**src/design/btps_pkg.sv**
```systemverilog
// ----------------------------------------------------------------------------
// Buzzer tone pattern sequencer package
// Payload types, request and tune codes, register indexes and tone tables.
// ----------------------------------------------------------------------------
`timescale 1ns / 1ps

package btps_pkg;

   // Default width of the millisecond time base.
   localparam int TIME_BITS_DEFAULT = 32;

   // Duty resolution of the passive drive and the half-duty level.
   localparam int DUTY_BITS = 10;
   localparam logic [DUTY_BITS-1:0] HALF_DUTY = DUTY_BITS'((1 << DUTY_BITS) / 2);

   // Result buffer depth (a power of two, so the pointers wrap naturally).
   localparam int OUT_DEPTH = 2;

   // Register index width on the configuration port.
   localparam int CSR_INDEX_BITS = 2;

   // Request codes.
   localparam logic [1:0] REQ_TICK = 2'd0;
   localparam logic [1:0] REQ_PLAY = 2'd1;
   localparam logic [1:0] REQ_STOP = 2'd2;

   // Tune codes.
   localparam logic [2:0] TUNE_NONE    = 3'd0;
   localparam logic [2:0] TUNE_WORKING = 3'd1;
   localparam logic [2:0] TUNE_DONE    = 3'd2;
   localparam logic [2:0] TUNE_REFUSED = 3'd3;
   localparam logic [2:0] TUNE_TEST    = 3'd4;

   // Register indexes.
   localparam logic [CSR_INDEX_BITS-1:0] CSR_ENABLED      = 2'd0;
   localparam logic [CSR_INDEX_BITS-1:0] CSR_PASSIVE_MODE = 2'd1;
   localparam logic [CSR_INDEX_BITS-1:0] CSR_ACTIVE_LOW   = 2'd2;

   typedef struct packed {
      logic [1:0]  req_type;
      logic [2:0]  tune_sel;
      logic [31:0] now_ms;
   } req_payload_type;

   typedef struct packed {
      logic                 tone_on;
      logic [15:0]          tone_hz;
      logic [DUTY_BITS-1:0] pwm_duty;
      logic                 pin_level;
      logic [2:0]           playing_tune;
      logic [2:0]           step_index;
   } rsp_payload_type;

   typedef struct packed {
      logic                      valid;
      logic [CSR_INDEX_BITS-1:0] index;
      logic                      data;
   } csr_write_type;

   // Tone frequency of one step of a tune; zero means silence.
   function automatic logic [15:0] step_hz(input logic [2:0] tune, input logic [2:0] step);
      logic [15:0] hz;
      hz = 16'd0;
      case (tune)
         TUNE_WORKING: hz = (step == 3'd0) ? 16'd2200 : 16'd0;
         TUNE_DONE: begin
            case (step)
               3'd0:    hz = 16'd1568;
               3'd2:    hz = 16'd2349;
               default: hz = 16'd0;
            endcase
         end
         TUNE_REFUSED: hz = 16'd440;
         TUNE_TEST: hz = step[0] ? 16'd0 : 16'd2000;
         default: hz = 16'd0;
      endcase
      return hz;
   endfunction

   // Duration of one step of a tune in milliseconds.
   function automatic logic [9:0] step_ms(input logic [2:0] tune, input logic [2:0] step);
      logic [9:0] ms;
      ms = 10'd0;
      case (tune)
         TUNE_WORKING: ms = (step == 3'd0) ? 10'd120 : 10'd880;
         TUNE_DONE: begin
            case (step)
               3'd0:    ms = 10'd160;
               3'd1:    ms = 10'd60;
               default: ms = 10'd280;
            endcase
         end
         TUNE_REFUSED: ms = 10'd500;
         TUNE_TEST: ms = 10'd150;
         default: ms = 10'd0;
      endcase
      return ms;
   endfunction

   // Number of steps in a tune.
   function automatic logic [2:0] tune_len(input logic [2:0] tune);
      logic [2:0] len;
      len = 3'd1;
      case (tune)
         TUNE_WORKING: len = 3'd2;
         TUNE_DONE:    len = 3'd3;
         TUNE_REFUSED: len = 3'd1;
         TUNE_TEST:    len = 3'd5;
         default:      len = 3'd1;
      endcase
      return len;
   endfunction

endpackage

```
**src/design/btps_core.sv**
```systemverilog
// ----------------------------------------------------------------------------
// Buzzer tone pattern sequencer core
// Holds the configuration and the tune state, applies one request per cycle
// and forms the drive result from the state the request leaves behind.
// ----------------------------------------------------------------------------
`timescale 1ns / 1ps

module btps_core
   import btps_pkg::*;
#(
   parameter int TIME_BITS = TIME_BITS_DEFAULT
) (
   input  logic            clock,
   input  logic            reset,
   input  csr_write_type   csr_write,
   input  logic            item_valid,
   input  req_payload_type item,
   output rsp_payload_type result
);

   logic [2:0]           tune_ff, tune_in;
   logic [2:0]           step_ff, step_in;
   logic [TIME_BITS-1:0] deadline_ff, deadline_in;
   logic [15:0]          hz_ff, hz_in;
   logic                 enabled_ff, enabled_in;
   logic                 passive_ff, passive_in;
   logic                 active_low_ff, active_low_in;

   logic [TIME_BITS+31:0] now_wide;
   logic [TIME_BITS-1:0]  now_t;
   logic [TIME_BITS-1:0]  diff;
   logic [2:0]            step_next;
   logic                  tune_valid;
   logic                  do_enter;
   logic                  do_halt;
   logic [2:0]            enter_tune;
   logic [2:0]            enter_step;
   logic                  sounding;

   // The millisecond count reduced or extended to the time base width.
   assign now_wide  = {{TIME_BITS{1'b0}}, item.now_ms};
   assign now_t     = now_wide[TIME_BITS-1:0];
   assign diff      = now_t - deadline_ff;
   assign step_next = step_ff + 3'd1;
   assign tune_valid = (tune_ff == TUNE_WORKING) || (tune_ff == TUNE_DONE) ||
                       (tune_ff == TUNE_REFUSED) || (tune_ff == TUNE_TEST);

   // Next state: a write to a defined register reconfigures and stops the tune;
   // with no write, the request decides whether a step is entered or the tune halts.
   always_comb begin
      tune_in       = tune_ff;
      step_in       = step_ff;
      deadline_in   = deadline_ff;
      hz_in         = hz_ff;
      enabled_in    = enabled_ff;
      passive_in    = passive_ff;
      active_low_in = active_low_ff;
      do_enter      = 1'b0;
      do_halt       = 1'b0;
      enter_tune    = tune_ff;
      enter_step    = 3'd0;

      if (csr_write.valid) begin
         case (csr_write.index)
            CSR_ENABLED: begin
               enabled_in = csr_write.data;
               do_halt    = 1'b1;
            end
            CSR_PASSIVE_MODE: begin
               passive_in = csr_write.data;
               do_halt    = 1'b1;
            end
            CSR_ACTIVE_LOW: begin
               active_low_in = csr_write.data;
               do_halt       = 1'b1;
            end
            default: ;
         endcase
      end else if (item_valid) begin
         case (item.req_type)
            REQ_PLAY: begin
               if (!enabled_ff) begin
                  tune_in = TUNE_NONE;
               end else if ((item.tune_sel >= TUNE_WORKING) &&
                            (item.tune_sel <= TUNE_TEST)) begin
                  tune_in    = item.tune_sel;
                  enter_tune = item.tune_sel;
                  do_enter   = 1'b1;
               end else begin
                  do_halt = 1'b1;
               end
            end
            REQ_STOP: do_halt = 1'b1;
            REQ_TICK: begin
               // The step is over once the wrapped difference is not negative.
               if (tune_valid && enabled_ff && !diff[TIME_BITS-1]) begin
                  if (step_next < tune_len(tune_ff)) begin
                     enter_step = step_next;
                     do_enter   = 1'b1;
                  end else if (tune_ff == TUNE_WORKING) begin
                     do_enter = 1'b1;
                  end else begin
                     do_halt = 1'b1;
                  end
               end
            end
            default: ;
         endcase
      end

      if (do_enter) begin
         step_in     = enter_step;
         hz_in       = step_hz(enter_tune, enter_step);
         deadline_in = now_t + TIME_BITS'(step_ms(enter_tune, enter_step));
      end
      if (do_halt) begin
         tune_in = TUNE_NONE;
         step_in = 3'd0;
         hz_in   = 16'd0;
      end
   end

   // State and configuration registers.
   always_ff @(posedge clock) begin
      if (reset) begin
         tune_ff       <= TUNE_NONE;
         step_ff       <= 3'd0;
         deadline_ff   <= '0;
         hz_ff         <= 16'd0;
         enabled_ff    <= 1'b0;
         passive_ff    <= 1'b0;
         active_low_ff <= 1'b0;
      end else begin
         tune_ff       <= tune_in;
         step_ff       <= step_in;
         deadline_ff   <= deadline_in;
         hz_ff         <= hz_in;
         enabled_ff    <= enabled_in;
         passive_ff    <= passive_in;
         active_low_ff <= active_low_in;
      end
   end

   // Drive result from the state after the request.
   assign sounding = enabled_in && (hz_in != 16'd0);

   always_comb begin
      result.tone_on      = sounding;
      result.tone_hz      = (sounding && passive_in) ? hz_in : 16'd0;
      result.pwm_duty     = (sounding && passive_in) ? HALF_DUTY : '0;
      result.pin_level    = (enabled_in && !passive_in) ? (sounding ^ active_low_in) : 1'b0;
      result.playing_tune = tune_in;
      result.step_index   = step_in;
   end

endmodule

```
**src/design/btps_out_buffer.sv**
```systemverilog
// ----------------------------------------------------------------------------
// Buzzer tone pattern sequencer result buffer
// Small queue of result registers between the core and the result channel,
// so that a stalled result does not hold up the next request at once.
// ----------------------------------------------------------------------------
`timescale 1ns / 1ps

module btps_out_buffer
   import btps_pkg::*;
(
   input  logic            clock,
   input  logic            reset,
   input  logic            in_valid,
   input  rsp_payload_type in_payload,
   output logic            full,
   output logic            out_valid,
   input  logic            out_stall,
   output rsp_payload_type out_payload
);

   localparam int PTR_BITS = $clog2(OUT_DEPTH);
   localparam int CNT_BITS = $clog2(OUT_DEPTH + 1);

   rsp_payload_type       entry_ff [OUT_DEPTH];
   logic [PTR_BITS-1:0]   wr_ptr_ff, wr_ptr_in;
   logic [PTR_BITS-1:0]   rd_ptr_ff, rd_ptr_in;
   logic [CNT_BITS-1:0]   count_ff, count_in;
   logic                  push;
   logic                  pop;

   assign full        = (count_ff == CNT_BITS'(OUT_DEPTH));
   assign out_valid   = (count_ff != '0);
   assign out_payload = entry_ff[rd_ptr_ff];
   assign push        = in_valid && !full;
   assign pop         = out_valid && !out_stall;

   // Pointer and fill count update.
   always_comb begin
      wr_ptr_in = push ? wr_ptr_ff + 1'b1 : wr_ptr_ff;
      rd_ptr_in = pop ? rd_ptr_ff + 1'b1 : rd_ptr_ff;
      count_in  = count_ff;
      if (push && !pop) begin
         count_in = count_ff + 1'b1;
      end else if (pop && !push) begin
         count_in = count_ff - 1'b1;
      end
   end

   always_ff @(posedge clock) begin
      if (reset) begin
         wr_ptr_ff <= '0;
         rd_ptr_ff <= '0;
         count_ff  <= '0;
      end else begin
         wr_ptr_ff <= wr_ptr_in;
         rd_ptr_ff <= rd_ptr_in;
         count_ff  <= count_in;
      end
   end

   // Result storage; only the pointers and the fill count need a reset.
   always_ff @(posedge clock) begin
      if (push) begin
         entry_ff[wr_ptr_ff] <= in_payload;
      end
   end

endmodule

```
**src/design/buzzer_tone_pattern_sequencer_unit.sv**
```systemverilog
// ----------------------------------------------------------------------------
// Buzzer tone pattern sequencer unit
// Top level: configuration port, sequencer core and result buffer.
// ----------------------------------------------------------------------------
// Every request (tick, play or stop) yields exactly one result, which appears
// on the result channel in the cycle after the request transfer at the earliest.
// A request can be taken in every cycle in which req_stall is low: the core
// applies it to the tune state, and a two-entry result buffer holds results while
// the result channel stalls; req_stall rises only when both entries are occupied.
// The configuration port is always ready; a write to a defined register also
// stops the playing tune, and writes are expected only while the unit is idle.
`timescale 1ns / 1ps

module buzzer_tone_pattern_sequencer_unit
   import btps_pkg::*;
#(
   parameter int TIME_BITS = TIME_BITS_DEFAULT
) (
   input  logic                      clock,
   input  logic                      reset,
   input  logic                      req_valid,
   output logic                      req_stall,
   input  req_payload_type           req_payload,
   output logic                      rsp_valid,
   input  logic                      rsp_stall,
   output rsp_payload_type           rsp_payload,
   input  logic                      csr_valid,
   output logic                      csr_ready,
   input  logic [CSR_INDEX_BITS-1:0] csr_index,
   input  logic                      csr_wdata
);

   csr_write_type   csr_write;
   rsp_payload_type core_result;
   logic            buf_full;
   logic            req_transfer;

   // Configuration writes are taken in any cycle.
   assign csr_ready       = 1'b1;
   assign csr_write.valid = csr_valid && csr_ready;
   assign csr_write.index = csr_index;
   assign csr_write.data  = csr_wdata;

   assign req_stall    = buf_full;
   assign req_transfer = req_valid && !req_stall;

   btps_core #(
      .TIME_BITS (TIME_BITS)
   ) u_core (
      .clock      (clock),
      .reset      (reset),
      .csr_write  (csr_write),
      .item_valid (req_transfer),
      .item       (req_payload),
      .result     (core_result)
   );

   btps_out_buffer u_out_buffer (
      .clock       (clock),
      .reset       (reset),
      .in_valid    (req_transfer),
      .in_payload  (core_result),
      .full        (buf_full),
      .out_valid   (rsp_valid),
      .out_stall   (rsp_stall),
      .out_payload (rsp_payload)
   );

endmodule

```
**config.mk**
```make
export PLATFORM = sky130hd
export DESIGN_NAME = buzzer_tone_pattern_sequencer_unit
export DESIGN_NICKNAME = d
export VERILOG_FILES = /design/src/design/btps_pkg.sv /design/src/design/btps_core.sv /design/src/design/btps_out_buffer.sv /design/src/design/buzzer_tone_pattern_sequencer_unit.sv
export SDC_FILE = /design/constraint.sdc
export NUM_CORES = 1
export LEC_CHECK = 0
export BUFFER_PORTS_ARGS = -buffer_cell sky130_fd_sc_hd__buf_4
export CAP_MARGIN = 0
export CORE_ASPECT_RATIO = 0.5
export CORE_MARGIN = 2
export CORE_UTILIZATION = 55
export DETAILED_ROUTE_END_ITERATION = 16
export PLACE_DENSITY = 0.76
export SETUP_SLACK_MARGIN = 0.4
export SYNTH_ARGS = -nofsm -noshare
export SYNTH_HDL_FRONTEND = slang
export SYNTH_SLANG_ARGS = --single-unit
export TNS_END_PERCENT = 5
```
**constraint.sdc**
```tcl
create_clock -name clock -period 6.45 [get_ports clock]
set_clock_uncertainty 0.2 [all_clocks]
set_input_delay 0.645 -clock clock [delete_from_list [all_inputs] [get_ports clock]]
set_output_delay 0.645 -clock clock [all_outputs]
set_load 0.03 [all_outputs]
```
==> reports/results.tsv <==
metric	value	unit
outcome	complete, no violations	
Synth cell types	78	
residual DRC count	0	
Final Hold Viols	0	
gr usage total	0.223	
fraction of the mapped netlist area in compound gates	0.165	
Placer Congestion	0.943	
adder-cell share of the synthesized area	0.0832	
Max Slew Vio Count	0	
EDFF count, synth	50	
Post-DP HPWL	10300	µm
Slew headroom	0.234	
CP startpoint kind	register	
Antenna Nets Post-Route	0	
asr flop ratio synth	0	
Placed Area	7290	µm²
Largest delay share family, worst path	compound AO/OA/AOI/OAI gates	
TritonCTS clock tree	done	
Post-synth top flop	dfxtp_1	
Final Instance Area	7600	µm²
Worst setup EP type	register	
CP most frequent cell	ha_1	
Sinks on Clock Net	112	
DP Worst Slack	637	ps
FF/Latch Area	2740	µm²
most common cell after layout, fill and taps aside	buf_4	
Fin Hold WS	254	ps
Yosys top cell area share	0.224	
synthesis-stage register bit count	112	
Initial Utilization	0.566	
Routed WL	14400	µm
clock-pin slew on the worst setup and hold paths	80	ps
drt wl/cell	15.3	µm
ranking of synthesized cells by area	edfxtp_1, dfxtp_1, ha_1, mux2_2, nor2_1	
reg2reg setup slack	840	ps
diode count	0	
# IOs	82	
Root Buffer Master	clkbuf_16	
P&R area growth vs syn	13.4	%
Nets	861	
Yosys Warn Count	0	
CTS buffer count	9	
final setup fails	0	
deepest clock path buffer count	2	
Slowest cell on crit path	dfxtp_1	
DIE WIDTH	160	µm
critical path type	reg -> reg	
biggest cell delay along the critical path	460	ps
Post-Synth XOR/XNOR Area	0.0483	
area of the core	11800	µm²
Rows	28	
initial antenna violation count	0	
layout cells sized above 1	0.202	
Buf/Inv on CP	1	
WP data arrival	5670	ps
worst skew pair latency	350	ps
Hold-fix buffers, CTS	0	
first-pass GRT wire length	23400	µm
Req. time, crit path	6510	ps
DIE HEIGHT	82.1	µm
H-tree levels	3	
drt pass-1 iters	5	
Synth area leader	edfxtp_1	
largest net degree at the start of global routing	55	
proportion of synthesized area in mux cells	0.0467	
PwrDens	248	nW/µm²
RSZ-0062 raised after global routing	false	
Worst Hold Class	reg -> reg	
Pleak	0.00287	µW
register area share after synthesis	0.409	
worst-margin pin slew	1150	ps
Final TNS setup	0	ps
Multi-input gate area	3620	µm²
detailed-route via count	5269	
GR Overflow Total	0	
crit path cell chain	ha_1, ha_1, nor4bb_2, o31ai_4, nand4_1, buf_4, a2111o_1, nand2_1, o21ai_0, nand3_1, o21ai_0, ha_1, a21oi_1, o21bai_1, a21oi_1, o21bai_1, a21oi_2, o21bai_2, and2_0, nand2_1, or3_1, a311oi_1	
post-synthesis cell area	6700	µm²
Synth Instances	713	
Starting DRT DRC Count	463	
largest family of logic cells by synthesized area	simple AND/OR/NAND/NOR gates	
fin crit share	0.869	
Via density	5.59	
most frequent cells in the layout	buf_4, nor2_1, dfxtp_1, nand2_1, edfxtp_1	
max cap viols	0	
Fillers	1006	
die area	13100	µm²
Synth Area in Simple Gates	0.189	
CP max FO	8	
peak supply drop	0.000151	V
mean area per synthesized cell	9.40	µm²
min cycle time layout	5610	ps
vias in the first global route	4775	
Final Worst Setup Slack	842	ps
buffers added on ports	71	
fmax	0.178	GHz
==> synth_stat cells, types with 2 or more instances <==
| cell type | count |
|---|---|
| a211oi_1 | 23 |
| a21boi_0 | 3 |
| a21o_1 | 5 |
| a21oi_1 | 51 |
| a21oi_2 | 2 |
| a22oi_1 | 7 |
| a311oi_1 | 3 |
| a31oi_1 | 5 |
| and2_1 | 5 |
| and2_2 | 2 |
| and3_1 | 13 |
| and3_2 | 5 |
| buf_2 | 2 |
| buf_4 | 11 |
| buf_6 | 5 |
| clkbuf_1 | 16 |
| conb_1 | 2 |
| dfxtp_1 | 62 |
| edfxtp_1 | 50 |
| ha_1 | 43 |
| inv_1 | 47 |
| mux2_2 | 26 |
| mux2i_1 | 2 |
| nand2_1 | 61 |
| nand2b_1 | 9 |
| nand3_1 | 13 |
| nand3b_1 | 3 |
| nand4_1 | 13 |
| nor2_1 | 74 |
| nor2b_1 | 9 |
| nor3_1 | 16 |
| nor3b_1 | 3 |
| nor3b_2 | 2 |
| nor4_1 | 2 |
| o21ai_0 | 26 |
| o21ai_2 | 3 |
| o21bai_1 | 7 |
| o22ai_1 | 2 |
| o31ai_4 | 2 |
| or2_2 | 2 |
| or3_1 | 4 |
| xnor2_1 | 24 |
| xor2_1 | 13 |
==> worst min-delay path, cell delays in order (launching register included) <==
cell	delay, ps
dfxtp_1	310
nand2_1	50
a21oi_1	50
==> where the power goes <==
| group | switching [µW] | internal [µW] |
|---|---|---|
| clock network | 283 | 274 |
| logic | 286 | 200 |
| registers | 38.9 | 807 |
==> through the flow <==
step           utilization  total power, µW  instances
4_1_cts              0.640             1900        941
6_report             0.642             1890        942
3_5_place_dp         0.615             1350        925
5_1_grt              0.642             1970        942
3_3_place_gp         0.615             1340        925
2_1_floorplan            -             1190        721
==> per-layer routing <==
layer | wire (µm) | share of wire | GRT usage | up-vias
met2 | 6350 | 0.44 | 0.363 | 148
met5 | 0 | 0 | 0 | -
met1 | 7180 | 0.50 | 0.319 | 2452
li1 | - | - | - | 2652
met4 | 158 | 0.011 | 0.0441 | 0
met3 | 746 | 0.052 | 0.0374 | 17
==> cells by family after synthesis <==
| logic type | count (synthesis) |
|---|---|
| XOR/XNOR | 37 |
| AO/OA/AOI/OAI | 160 |
| flip-flops | 112 |
| adder cells (fa/ha/maj) | 44 |
| multiplexers | 28 |
| other | 2 |
| buffers and inverters | 82 |
| AND/OR/NAND/NOR | 248 |
==> what timing repair did <==
item	CTS	global route
setup endpoints to repair	0	11
buffers inserted	0	1
resized for setup	0	4
==> worst paths after layout <==
| kind | from | to | cells after the start |
|---|---|---|---|
| min reg2reg | u_core.deadline_ff[9]$_SDFFE_PP0P_ | u_core.deadline_ff[9]$_SDFFE_PP0P_ | 2 |
| max | u_core.step_ff[0]$_SDFF_PP0_ | u_core.deadline_ff[30]$_SDFFE_PP0P_ | 22 |
| max reg2reg | u_core.step_ff[0]$_SDFF_PP0_ | u_core.deadline_ff[30]$_SDFFE_PP0P_ | 22 |
| min | u_core.deadline_ff[9]$_SDFFE_PP0P_ | u_core.deadline_ff[9]$_SDFFE_PP0P_ | 2 |
==> cell type report <==
class / instances / share of cell area
multi-input combinational: 527 / 0.477
sequential: 112 / 0.361
timing repair buffer: 75 / 0.0741
clock buffer: 10 / 0.0301
tap: 165 / 0.0272
inverter: 47 / 0.0232
clock inverter: 6 / 0.00790
==> registers in the layout, summed over array words and instances, names as in the netlist, named ones only <==
| signal | flops |
|---|---|
| u_core.tune_ff | 3 |
| u_core.passive_ff | 1 |
| u_core.active_low_ff | 1 |
| u_out_buffer.rd_ptr_ff | 1 |
| u_core.step_ff | 3 |
| u_core.deadline_ff | 32 |
| u_core.hz_ff | 16 |
| u_out_buffer.count_ff | 2 |
| u_out_buffer.entry_ff | 50 |
| u_core.enabled_ff | 1 |
| u_out_buffer.wr_ptr_ff | 1 |
(Power assumes the default switching activity.)
